File: config.mk
export PLATFORM = sky130hd
export DESIGN_NAME = multi_lane_prefix_sum
export DESIGN_NICKNAME = d
export VERILOG_FILES = /design/src/design/plsum_pkg.sv /design/src/design/plsum_lane.sv /design/src/design/plsum_tree.sv /design/src/design/plsum_merge.sv /design/src/design/multi_lane_prefix_sum.sv
export SDC_FILE = /design/constraint.sdc
export NUM_CORES = 2
export LEC_CHECK = 0
export BUFFER_PORTS_ARGS = -buffer_cell sky130_fd_sc_hd__buf_2
export CAP_MARGIN = 20
export CORE_MARGIN = 5
export CORE_UTILIZATION = 45
export DETAILED_ROUTE_END_ITERATION = 8
export SLEW_MARGIN = 30
export SYNTH_ARGS = -nofsm -noshare
export SYNTH_HDL_FRONTEND = slang
export SYNTH_SLANG_ARGS = --single-unit
File: constraint.sdc
create_clock -name clk_i -period 28.5 [get_ports clk_i]
set_clock_uncertainty 0.15 [all_clocks]
set_input_delay 1.425 -clock clk_i [delete_from_list [all_inputs] [get_ports clk_i]]
set_output_delay 1.425 -clock clk_i [all_outputs]
set_load 0.03 [all_outputs]
File: src/design/plsum_pkg.sv
// ----------------------------------------------------------------------------
// plsum_pkg: shared types and helpers for the multi-lane prefix sum
// Holds the lane split, the scan tree size, the request/result structs and
// the conversions between 32-bit words and the internal element width.
// ----------------------------------------------------------------------------
package plsum_pkg;

  localparam int unsigned LANES         = 8;
  localparam int unsigned ELEMENT_WIDTH = 32;
  localparam int unsigned NUM_ELEMS     = 8;
  localparam int unsigned WORD_WIDTH    = 32;

  // Contiguous chunk split: the first REM lanes take one extra element.
  localparam int unsigned GROUP     = NUM_ELEMS / LANES;
  localparam int unsigned REM       = NUM_ELEMS % LANES;
  localparam int unsigned MAX_CHUNK = GROUP + ((REM != 0) ? 1 : 0);

  // Scan tree is padded with zero totals up to the next power of two.
  function automatic int unsigned tree_size_f();
    int unsigned p;
    p = 1;
    for (int i = 0; i < 8; i++) begin
      if (p < LANES) begin
        p = p * 2;
      end
    end
    return p;
  endfunction

  localparam int unsigned TREE_SIZE   = tree_size_f();
  localparam int unsigned TREE_LEVELS = (TREE_SIZE > 1) ? $clog2(TREE_SIZE) : 1;

  typedef logic [ELEMENT_WIDTH-1:0] elem_t;
  typedef logic [WORD_WIDTH-1:0]    word_t;

  typedef struct packed {
    logic signed [31:0] elem_0;
    logic signed [31:0] elem_1;
    logic signed [31:0] elem_2;
    logic signed [31:0] elem_3;
    logic signed [31:0] elem_4;
    logic signed [31:0] elem_5;
    logic signed [31:0] elem_6;
    logic signed [31:0] elem_7;
    logic               last;
  } plsum_in_t;

  typedef struct packed {
    logic signed [31:0] sum_0;
    logic signed [31:0] sum_1;
    logic signed [31:0] sum_2;
    logic signed [31:0] sum_3;
    logic signed [31:0] sum_4;
    logic signed [31:0] sum_5;
    logic signed [31:0] sum_6;
    logic signed [31:0] sum_7;
    logic               end_of_array;
  } plsum_out_t;

  // Lane results going into the scan tree.
  typedef struct packed {
    elem_t [LANES-1:0]     tot;
    elem_t [NUM_ELEMS-1:0] part;
    logic                  last;
  } tree_in_t;

  // Exclusive lane offsets coming out of the scan tree.
  typedef struct packed {
    elem_t [LANES-1:0]     off;
    elem_t [NUM_ELEMS-1:0] part;
    logic                  last;
  } tree_out_t;

  function automatic int unsigned chunk_cnt(input int unsigned l);
    return GROUP + ((l < REM) ? 1 : 0);
  endfunction

  function automatic int unsigned chunk_start(input int unsigned l);
    return l * GROUP + ((l < REM) ? l : REM);
  endfunction

  function automatic int unsigned lane_of(input int unsigned k);
    int unsigned r;
    r = 0;
    for (int unsigned l = 0; l < LANES; l++) begin
      if (k >= chunk_start(l)) begin
        r = l;
      end
    end
    return r;
  endfunction

  // Sign-extend or truncate a 32-bit word to the element width.
  function automatic elem_t to_elem(input word_t v);
    elem_t r;
    for (int i = 0; i < ELEMENT_WIDTH; i++) begin
      r[i] = (i < WORD_WIDTH) ? v[i] : v[WORD_WIDTH-1];
    end
    return r;
  endfunction

  // Keep the low 32 bits of an element, zero above a narrow element.
  function automatic word_t to_word(input elem_t v);
    word_t r;
    for (int i = 0; i < WORD_WIDTH; i++) begin
      r[i] = (i < ELEMENT_WIDTH) ? v[i] : 1'b0;
    end
    return r;
  endfunction

endpackage

File: src/design/plsum_lane.sv
// ----------------------------------------------------------------------------
// plsum_lane: serial scan of one lane's chunk
// Produces the running sums inside the chunk and the chunk total.
// ----------------------------------------------------------------------------
module plsum_lane (
  input  plsum_pkg::elem_t chunk_i [plsum_pkg::MAX_CHUNK],
  output plsum_pkg::elem_t pfx_o   [plsum_pkg::MAX_CHUNK],
  output plsum_pkg::elem_t total_o
);
  import plsum_pkg::*;

  // Unused chunk slots are tied to zero, so the last sum is the total.
  always_comb begin
    pfx_o[0] = chunk_i[0];
    for (int j = 1; j < MAX_CHUNK; j++) begin
      pfx_o[j] = pfx_o[j-1] + chunk_i[j];
    end
  end

  assign total_o = pfx_o[MAX_CHUNK-1];

endmodule

File: src/design/plsum_tree.sv
// ----------------------------------------------------------------------------
// plsum_tree: pipelined up-sweep / down-sweep exclusive scan of lane totals
// One tree level per stage; lane partial sums ride along with the request.
// ----------------------------------------------------------------------------
module plsum_tree (
  input  logic                  clk_i,
  input  logic                  rst_ni,
  input  logic                  in_valid_i,
  output logic                  in_ready_o,
  input  plsum_pkg::tree_in_t   in_data_i,
  output logic                  out_valid_o,
  input  logic                  out_ready_i,
  output plsum_pkg::tree_out_t  out_data_o
);
  import plsum_pkg::*;

  localparam int unsigned NSTG = 2 * TREE_LEVELS;

  elem_t                 tsrc  [NSTG][TREE_SIZE];
  elem_t                 tot_d [NSTG][TREE_SIZE];
  elem_t                 tot_q [NSTG][TREE_SIZE];
  elem_t [NUM_ELEMS-1:0] part_q [NSTG];
  logic  [NSTG-1:0]      last_q;
  logic  [NSTG-1:0]      vld_q;
  logic  [NSTG:0]        rdy;

  assign rdy[NSTG] = out_ready_i;

  for (genvar s = 0; s < NSTG; s++) begin : g_stg
    assign rdy[s] = !vld_q[s] || rdy[s+1];

    for (genvar i = 0; i < TREE_SIZE; i++) begin : g_src
      if (s == 0) begin : g_first
        if (i < LANES) begin : g_lane
          assign tsrc[s][i] = in_data_i.tot[i];
        end else begin : g_pad
          assign tsrc[s][i] = '0;
        end
      end else if ((s == TREE_LEVELS) && (i == TREE_SIZE - 1)) begin : g_root
        // Clear the root before the down-sweep.
        assign tsrc[s][i] = '0;
      end else begin : g_prev
        assign tsrc[s][i] = tot_q[s-1][i];
      end
    end

    if (s < TREE_LEVELS) begin : g_up
      localparam int unsigned D = 1 << s;
      for (genvar i = 0; i < TREE_SIZE; i++) begin : g_node
        if (((i + 1) % (2 * D)) == 0) begin : g_add
          assign tot_d[s][i] = tsrc[s][i-D] + tsrc[s][i];
        end else begin : g_keep
          assign tot_d[s][i] = tsrc[s][i];
        end
      end
    end else begin : g_down
      localparam int unsigned D = TREE_SIZE >> (s - TREE_LEVELS + 1);
      for (genvar i = 0; i < TREE_SIZE; i++) begin : g_node
        if (((i + 1) % (2 * D)) == 0) begin : g_add
          assign tot_d[s][i] = tsrc[s][i] + tsrc[s][i-D];
        end else if (((i + 1 + D) % (2 * D)) == 0) begin : g_swap
          assign tot_d[s][i] = tsrc[s][i+D];
        end else begin : g_keep
          assign tot_d[s][i] = tsrc[s][i];
        end
      end
    end

    always_ff @(posedge clk_i or negedge rst_ni) begin
      if (!rst_ni) begin
        vld_q[s] <= 1'b0;
      end else if (rdy[s]) begin
        vld_q[s] <= (s == 0) ? in_valid_i : vld_q[(s == 0) ? 0 : s-1];
      end
    end

    always_ff @(posedge clk_i) begin
      if (rdy[s]) begin
        tot_q[s] <= tot_d[s];
        if (s == 0) begin
          part_q[s] <= in_data_i.part;
          last_q[s] <= in_data_i.last;
        end else begin
          part_q[s] <= part_q[(s == 0) ? 0 : s-1];
          last_q[s] <= last_q[(s == 0) ? 0 : s-1];
        end
      end
    end
  end

  assign in_ready_o  = rdy[0];
  assign out_valid_o = vld_q[NSTG-1];

  always_comb begin
    for (int l = 0; l < LANES; l++) begin
      out_data_o.off[l] = tot_q[NSTG-1][l];
    end
    out_data_o.part = part_q[NSTG-1];
    out_data_o.last = last_q[NSTG-1];
  end

endmodule

File: src/design/plsum_merge.sv
// ----------------------------------------------------------------------------
// plsum_merge: apply lane offsets, then the running carry
// Two registered stages; the second is the output register and owns the carry.
// ----------------------------------------------------------------------------
module plsum_merge (
  input  logic                  clk_i,
  input  logic                  rst_ni,
  input  logic                  in_valid_i,
  output logic                  in_ready_o,
  input  plsum_pkg::tree_out_t  in_data_i,
  output logic                  out_valid_o,
  input  logic                  out_ready_i,
  output plsum_pkg::plsum_out_t out_data_o
);
  import plsum_pkg::*;

  elem_t [NUM_ELEMS-1:0] loc_d, loc_q;
  logic                  last_q;
  logic                  a_vld_q, b_vld_q;
  logic                  a_rdy, b_rdy;
  elem_t                 carry_e;
  elem_t [NUM_ELEMS-1:0] sum_e;
  word_t                 carry_d, carry_q;
  plsum_out_t            out_d, out_q;

  assign b_rdy      = !b_vld_q || out_ready_i;
  assign a_rdy      = !a_vld_q || b_rdy;
  assign in_ready_o = a_rdy;

  // Stage A: add each lane's exclusive offset to its elements.
  always_comb begin
    for (int k = 0; k < NUM_ELEMS; k++) begin
      loc_d[k] = in_data_i.part[k] + in_data_i.off[lane_of(k)];
    end
  end

  // Stage B: add the carry of earlier vectors.
  assign carry_e = to_elem(carry_q);

  always_comb begin
    for (int k = 0; k < NUM_ELEMS; k++) begin
      sum_e[k] = loc_q[k] + carry_e;
    end
    out_d.sum_0        = to_word(sum_e[0]);
    out_d.sum_1        = to_word(sum_e[1]);
    out_d.sum_2        = to_word(sum_e[2]);
    out_d.sum_3        = to_word(sum_e[3]);
    out_d.sum_4        = to_word(sum_e[4]);
    out_d.sum_5        = to_word(sum_e[5]);
    out_d.sum_6        = to_word(sum_e[6]);
    out_d.sum_7        = to_word(sum_e[7]);
    out_d.end_of_array = last_q;
    carry_d            = last_q ? '0 : to_word(sum_e[NUM_ELEMS-1]);
  end

  always_ff @(posedge clk_i or negedge rst_ni) begin
    if (!rst_ni) begin
      a_vld_q <= 1'b0;
      b_vld_q <= 1'b0;
      carry_q <= '0;
    end else begin
      if (a_rdy) begin
        a_vld_q <= in_valid_i;
      end
      if (b_rdy) begin
        b_vld_q <= a_vld_q;
        if (a_vld_q) begin
          carry_q <= carry_d;
        end
      end
    end
  end

  always_ff @(posedge clk_i) begin
    if (a_rdy) begin
      loc_q  <= loc_d;
      last_q <= in_data_i.last;
    end
    if (b_rdy) begin
      out_q <= out_d;
    end
  end

  assign out_valid_o = b_vld_q;
  assign out_data_o  = out_q;

endmodule

File: src/design/multi_lane_prefix_sum.sv
// ----------------------------------------------------------------------------
// multi_lane_prefix_sum: streaming inclusive prefix sum, eight elements a request
// Each input request carries eight signed 32-bit elements and a last flag; each
// result carries their eight running sums over the whole array, wrapped to
// 32 bits, plus a copy of the flag as end_of_array.
//
// Channels: in_valid_i/in_ready_o/in_data_i and out_valid_o/out_ready_i/
// out_data_o, valid/ready, a request moves when valid and ready are both high.
// Throughput: one request per cycle while the output is not stalled. Every
// stage is an adder level of the scan tree or an offset/carry add; only the
// carry add feeds back, and it closes within the output stage.
// Path: an accepted request passes the scan tree stages, one per up-sweep and
// one per down-sweep tree level, then the merge offset and carry stages.
// Stall: a held result keeps its register; upstream stages keep accepting
// until every bubble is filled, then in_ready_o drops.
// Reset: clears all valid bits and the running carry; no clearing pass.
// After a request with last set, the carry returns to zero.
// ----------------------------------------------------------------------------
module multi_lane_prefix_sum (
  input  logic                  clk_i,
  input  logic                  rst_ni,
  input  logic                  in_valid_i,
  output logic                  in_ready_o,
  input  plsum_pkg::plsum_in_t  in_data_i,
  output logic                  out_valid_o,
  input  logic                  out_ready_i,
  output plsum_pkg::plsum_out_t out_data_o
);
  import plsum_pkg::*;

  elem_t     vec      [NUM_ELEMS];
  elem_t     lane_in  [LANES][MAX_CHUNK];
  elem_t     lane_pfx [LANES][MAX_CHUNK];
  elem_t     lane_tot [LANES];
  elem_t     part_w   [NUM_ELEMS];
  tree_in_t  tree_in;
  tree_out_t tree_out;
  logic      tree_vld, tree_rdy;

  // Widen the request elements to the internal element width.
  assign vec[0] = to_elem(in_data_i.elem_0);
  assign vec[1] = to_elem(in_data_i.elem_1);
  assign vec[2] = to_elem(in_data_i.elem_2);
  assign vec[3] = to_elem(in_data_i.elem_3);
  assign vec[4] = to_elem(in_data_i.elem_4);
  assign vec[5] = to_elem(in_data_i.elem_5);
  assign vec[6] = to_elem(in_data_i.elem_6);
  assign vec[7] = to_elem(in_data_i.elem_7);

  // Split the vector into contiguous chunks, one per lane; pad short chunks.
  for (genvar l = 0; l < LANES; l++) begin : g_lane
    for (genvar j = 0; j < MAX_CHUNK; j++) begin : g_slot
      if (j < chunk_cnt(l)) begin : g_used
        assign lane_in[l][j] = vec[chunk_start(l) + j];
      end else begin : g_pad
        assign lane_in[l][j] = '0;
      end
    end

    plsum_lane u_lane (
      .chunk_i (lane_in[l]),
      .pfx_o   (lane_pfx[l]),
      .total_o (lane_tot[l])
    );
  end

  // Gather the in-lane running sums back into element order.
  for (genvar k = 0; k < NUM_ELEMS; k++) begin : g_part
    localparam int unsigned LN = lane_of(k);
    localparam int unsigned JX = k - chunk_start(LN);
    assign part_w[k] = lane_pfx[LN][JX];
  end

  always_comb begin
    for (int l = 0; l < LANES; l++) begin
      tree_in.tot[l] = lane_tot[l];
    end
    for (int k = 0; k < NUM_ELEMS; k++) begin
      tree_in.part[k] = part_w[k];
    end
    tree_in.last = in_data_i.last;
  end

  // Exclusive scan of the lane totals.
  plsum_tree u_tree (
    .clk_i       (clk_i),
    .rst_ni      (rst_ni),
    .in_valid_i  (in_valid_i),
    .in_ready_o  (in_ready_o),
    .in_data_i   (tree_in),
    .out_valid_o (tree_vld),
    .out_ready_i (tree_rdy),
    .out_data_o  (tree_out)
  );

  // Apply lane offsets and the carry of earlier vectors.
  plsum_merge u_merge (
    .clk_i       (clk_i),
    .rst_ni      (rst_ni),
    .in_valid_i  (tree_vld),
    .in_ready_o  (tree_rdy),
    .in_data_i   (tree_out),
    .out_valid_o (out_valid_o),
    .out_ready_i (out_ready_i),
    .out_data_o  (out_data_o)
  );

endmodule
### Yosys cells after proc, flatten, opt, wreduce, memory -nomap -nowiden

Memories as Yosys holds them, arrays and structs flattened.
Cells that the tools add are included.

* register bits: 560
* RAM bits: 3072
* output and inout port bits: 259
* memories: 2

Memory list
* u_tree.part_q: words 6, bits a word 256, rd ports 6, clocked after Yosys merged registers in 0, write ports 6, RTL line plsum_tree.sv:22 `elem_t [NUM_ELEMS-1:0] part_q [NSTG];`
* u_tree.tot_q: words 6, bits a word 256, rd ports 6, clocked after Yosys merged registers in 0, write ports 6, RTL line plsum_tree.sv:21 `elem_t tot_q [NSTG][TREE_SIZE];`

* $add $sub $neg: 29
* multiplexer cells: 13
* reduce and logical (&&, ||, !) cells: 17

Operators with widths (count)
* 32-bit adder: 29
* 32-bit 2-to-1 mux: 1
* 1-bit 2-to-1 mux: 12
* 1-bit zero test: 8
* 1-bit logical OR: 8
* 2-bit AND reduction: 1

### Logic depth before layout (Yosys ltp)

* word-level depth: 11
* depth in mapped cells: 11

### By module

A second synthesis with hierarchy kept.

* cells, all modules: 9026
* area, all modules: 143465.1 µm²

Modules (own cells, without submodules)
* plsum_tree: times used 1, cells each 4642, area each 99349.0 µm², seq. area each 86813.3 µm²
* plsum_merge: times used 1, cells each 3872, area each 40272.4 µm², seq. area each 16285.6 µm²
* plsum_lane: times used 8, cells each 64, area each 480.5 µm², seq. area each 0.0 µm²

### Worst setup path after synthesis

OpenSTA, ideal clock, no wires.

* kind: input -> register
* start: in out_ready_i
* end: reg u_tree.last_q[0], enable pin
* setup time: 3.576 ns
* data arrival time: 25.418 ns
* data required time: 24.774 ns
* setup slack: -0.644 ns
* stages: 6
* path buffers: 0
* cells stage by stage: nand2b_1 -> nor2_1 -> and3_1 -> nand3_1 -> inv_1 -> nand3_1

* longest elaborated chain between the ends: 8

RTL lines
* start, declared: RTL line multi_lane_prefix_sum.sv:26 `input logic out_ready_i,`
* 1-bit logical OR: RTL line plsum_merge.sv:26 `assign b_rdy = !b_vld_q || out_ready_i;`
* 1-bit logical OR: RTL line plsum_merge.sv:27 `assign a_rdy = !a_vld_q || b_rdy;`
* 1-bit logical OR (4 in series): RTL line plsum_tree.sv:30 `assign rdy[s] = !vld_q[s] || rdy[s+1];`
* net u_tree.rdy[2]: RTL line plsum_tree.sv:25 `logic [NSTG:0] rdy;`
* 1-bit logical OR (2 in series): RTL line plsum_tree.sv:30
* net in_ready_o: RTL line multi_lane_prefix_sum.sv:23 `output logic in_ready_o,`
* end signal, assigned by index: RTL line plsum_tree.sv:82 `last_q[s] <= in_data_i.last;`
* end signal, assigned by index: RTL line plsum_tree.sv:85 `last_q[s] <= last_q[(s == 0) ? 0 : s-1];`
* end, declared: RTL line plsum_tree.sv:23 `logic [NSTG-1:0] last_q;`

The timed path passes the listed nets, and every way through them passes these cells.
A chain may end at the register's enable or synchronous reset.

### Worst setup path after layout

* start: in out_ready_i
* end: out in_ready_o

* longest elaborated chain between the ends: 8

RTL lines
* 1-bit logical OR: RTL line plsum_merge.sv:26
* net u_merge.b_rdy: RTL line plsum_merge.sv:20 `logic a_rdy, b_rdy;`
* 1-bit logical OR: RTL line plsum_merge.sv:27
* 1-bit logical OR (4 in series): RTL line plsum_tree.sv:30
* net u_tree.rdy[2]: RTL line plsum_tree.sv:25
* 1-bit logical OR (2 in series): RTL line plsum_tree.sv:30
* end, declared: RTL line multi_lane_prefix_sum.sv:23

The timed path passes the listed nets, and every way through them passes these cells.

==> run metrics <==
Clock Pin Slew Worst Setup and Hold Paths=0.06 ns; Crit Path Category=input port to output pin; post-synthesis sequential area ratio=70.2%; fin. max-slew vios=0; Final min period=6.72 ns; r2r setup slk=22.69 ns; Fillers=21,290; Post-Syn Nets=8,653; Vias=67,665; Max-Cap Viols=0; Yosys reg bits=2,768; fmax=149 MHz; Final Core Density=51.8%; clk root buf=clkbuf_16; Post-synth EDFFs=2,728; die width=522 um; Finished Layout Cells=12,295; period utilisation layout=23.6%; cell taking the most area after synthesis=edfxtp_1; Die H=522 um; Hold Crit Class=flop to flop; design area=136,000 sq um; DRC=0; cts repair resizes=0; final hold viol count=0; CTS tree=done; I/O Buffers=519; asr flop ratio synth=1.45%; antenna-violating nets left=0; worst hold margin=0.239 ns; Rows=188; total congestion overflow=0; largest net degree at the start of global routing=125; Power Density=132 nW/um^2; share of layout cells above drive strength 1=13.1%; dpl hpwl=224,000 um; CP Data Arrival Time=5.15 ns; # H-tree levels=5; share of the synthesized area in the top cell type=69.3%; CP max FO=56; Post-CTS Hold Buffers=0; Area Overhead vs Synth=14.8%; TritonCTS buffer count=311; Worst VDD drop=81.2 uV; Worst slew margin=30.9%; setup tns final=0 ns; Initial Util=45.1%; worst path required time=26.92 ns; post-CTS setup buffer count=0; Unique masters post-synth=91; Primary FF master, synth=edfxtp_1; drt wl/cell=24.2 um; crit start category=input port; post-placement cell area=126,000 sq um; DIE AREA=273,000 sq um; vias per cell=5.50; vias in the first global route=68,157; LEAKAGE=53.1 nW; DR iter-0 viols=5,338; Post-Syn Area per Cell=15.4 sq um; Mapped Area=118,000 sq um; Final Wtd Congestion=0.973; IO Pins=520; cell with the most instances after synthesis=edfxtp_1; NumNets Final=9,502; RSZ-0062 raised after global routing=false; Routed WL=298,000 um; endpoints failing setup=0; worst-margin pin slew=1.03 ns; initial antenna violation count=97; synthesized netlist cell count=7,656; GRT Total Usage=21.3%; Post-synth top cells=edfxtp_1, ha_1, a21oi_1; synth warn=0; outcome=finished clean; First-pass DRT Iterations=6; Longest Clk Path Bufs=4; synth top area cells=edfxtp_1, ha_1, xnor2_1; Core Box Area=262,000 sq um; first-pass GRT wire length=429,000 um; # placed instances=11,707; worst skew pair latency=0.94 ns; clk sink count=2,768; Worst setup EP type=output pin
==> final cells by class <==
type | instances | area [sq um] | area share (%)
Antenna cell | 43 | 108 | 0.0793
Inverter | 193 | 739 | 0.545
Clock inverter | 165 | 1700 | 1.25
Timing Repair Buffer | 602 | 3300 | 2.43
Clock buffer | 380 | 8200 | 6.04
Tap cell | 3515 | 4400 | 3.24
Multi-Input combinational cell | 4629 | 34300 | 25.3
Sequential cell | 2768 | 82900 | 61.1
==> through the flow <==
stage | power (W) | setup WS (ns)
finish | 0.0179 | 21.78
CTS | 0.0179 | 21.56
global route | 0.0188 | 21.45
global placement | 0.0139 | 21.45
detailed placement | 0.0140 | 21.35
floorplan | 0.0117 | 2.02
==> layer usage <==
metal  global-route usage (%)  part of all wire (%)  vias to the layer above
li1                         -                     -                    31569
met1                     27.2                    41                    33211
met2                     36.5                    49                     2289
met3                     3.91                   6.6                      582
met4                     8.05                   4.0                       14
met5                        0                 0.033                        -
==> cell families (layout without fill, tap and decap cells) <==
family          count (synthesis)  count (layout)  synth area share (%)
other cells                     0              43                     0
buf+inv                       259            1340                 0.825
fa+ha+maj                     736             736                  7.94
simple gates                 1284            1284                  5.24
xor+xnor                      646             646                  4.79
flops                        2768            2768                  70.2
compound gates               1955            1955                  11.0
mux                             8               8                0.0678
==> state kept, by name, summed over array words and instances (netlist names) <==
signal / cells
u_tree.tot_q: 799
u_tree.vld_q: 5
u_merge.a_vld_q: 1
u_tree.last_q: 5
u_tree.out_valid_o: 1
u_merge.carry_e: 32
u_merge.loc_q: 256
u_merge.out_data_o: 257
u_merge.out_valid_o: 1
u_tree.part_q: 1409
u_merge.last_q: 1
u_tree.out_data_o: 1
==> final timing paths <==
kind                       depth (start not counted)                       startpoint                              end
min in group asynchronous                          2                           rst_ni      u_tree.vld_q[0]$_DFFE_PN0P_
max in group asynchronous                          2                           rst_ni  u_merge.carry_e[28]$_DFFE_PN0P_
hold / removal                                     0  u_tree.part_q[4][238]$_DFFE_PP_  u_tree.part_q[5][238]$_DFFE_PP_
hold reg to reg                                    0  u_tree.part_q[4][238]$_DFFE_PP_  u_tree.part_q[5][238]$_DFFE_PP_
setup reg to reg                                   9  u_merge.out_valid_o$_DFFE_PN0P_  u_tree.part_q[1][191]$_DFFE_PP_
setup / recovery                                   8                      out_ready_i                       in_ready_o
==> worst max-delay path: stages <==
cell      delay, ns
buf_2          0.12
nand2b_4       0.51
nor2_1         0.69
and3_1         0.51
nand3_4        0.37
inv_1          0.29
nand3_4        0.72
buf_2          0.46
==> cells in the final DEF (no fill, tap or decap), types with 44 or more instances in the layout <==
cell	instances
clkinv_2	57
o21a_1	84
nand2_1	310
a21oi_1	641
clkbuf_1	58
a31oi_1	60
o21bai_1	107
nand4_1	65
nand3_1	109
nor3_1	84
nand2b_1	64
o21ai_0	288
inv_1	191
nor2b_1	74
ha_1	713
xnor2_1	422
edfxtp_1	2728
a211oi_1	58
o211ai_1	44
and3_1	61
clkinv_1	44
xor2_1	224
a21o_1	336
nor2_1	365
buf_4	75
buf_2	519
clkbuf_16	315
==> report_power, final <==
| group | switching, W | internal [W] | leakage [nW] |
|---|---|---|---|
| registers | 0.000612 | 0.00639 | 28.5 |
| logic | 0.00447 | 0.00250 | 19.8 |
| clock network | 0.00156 | 0.00233 | 4.83 |
| total | 0.00664 | 0.0112 | 53.1 |
Power figures use the tool's default switching activity.
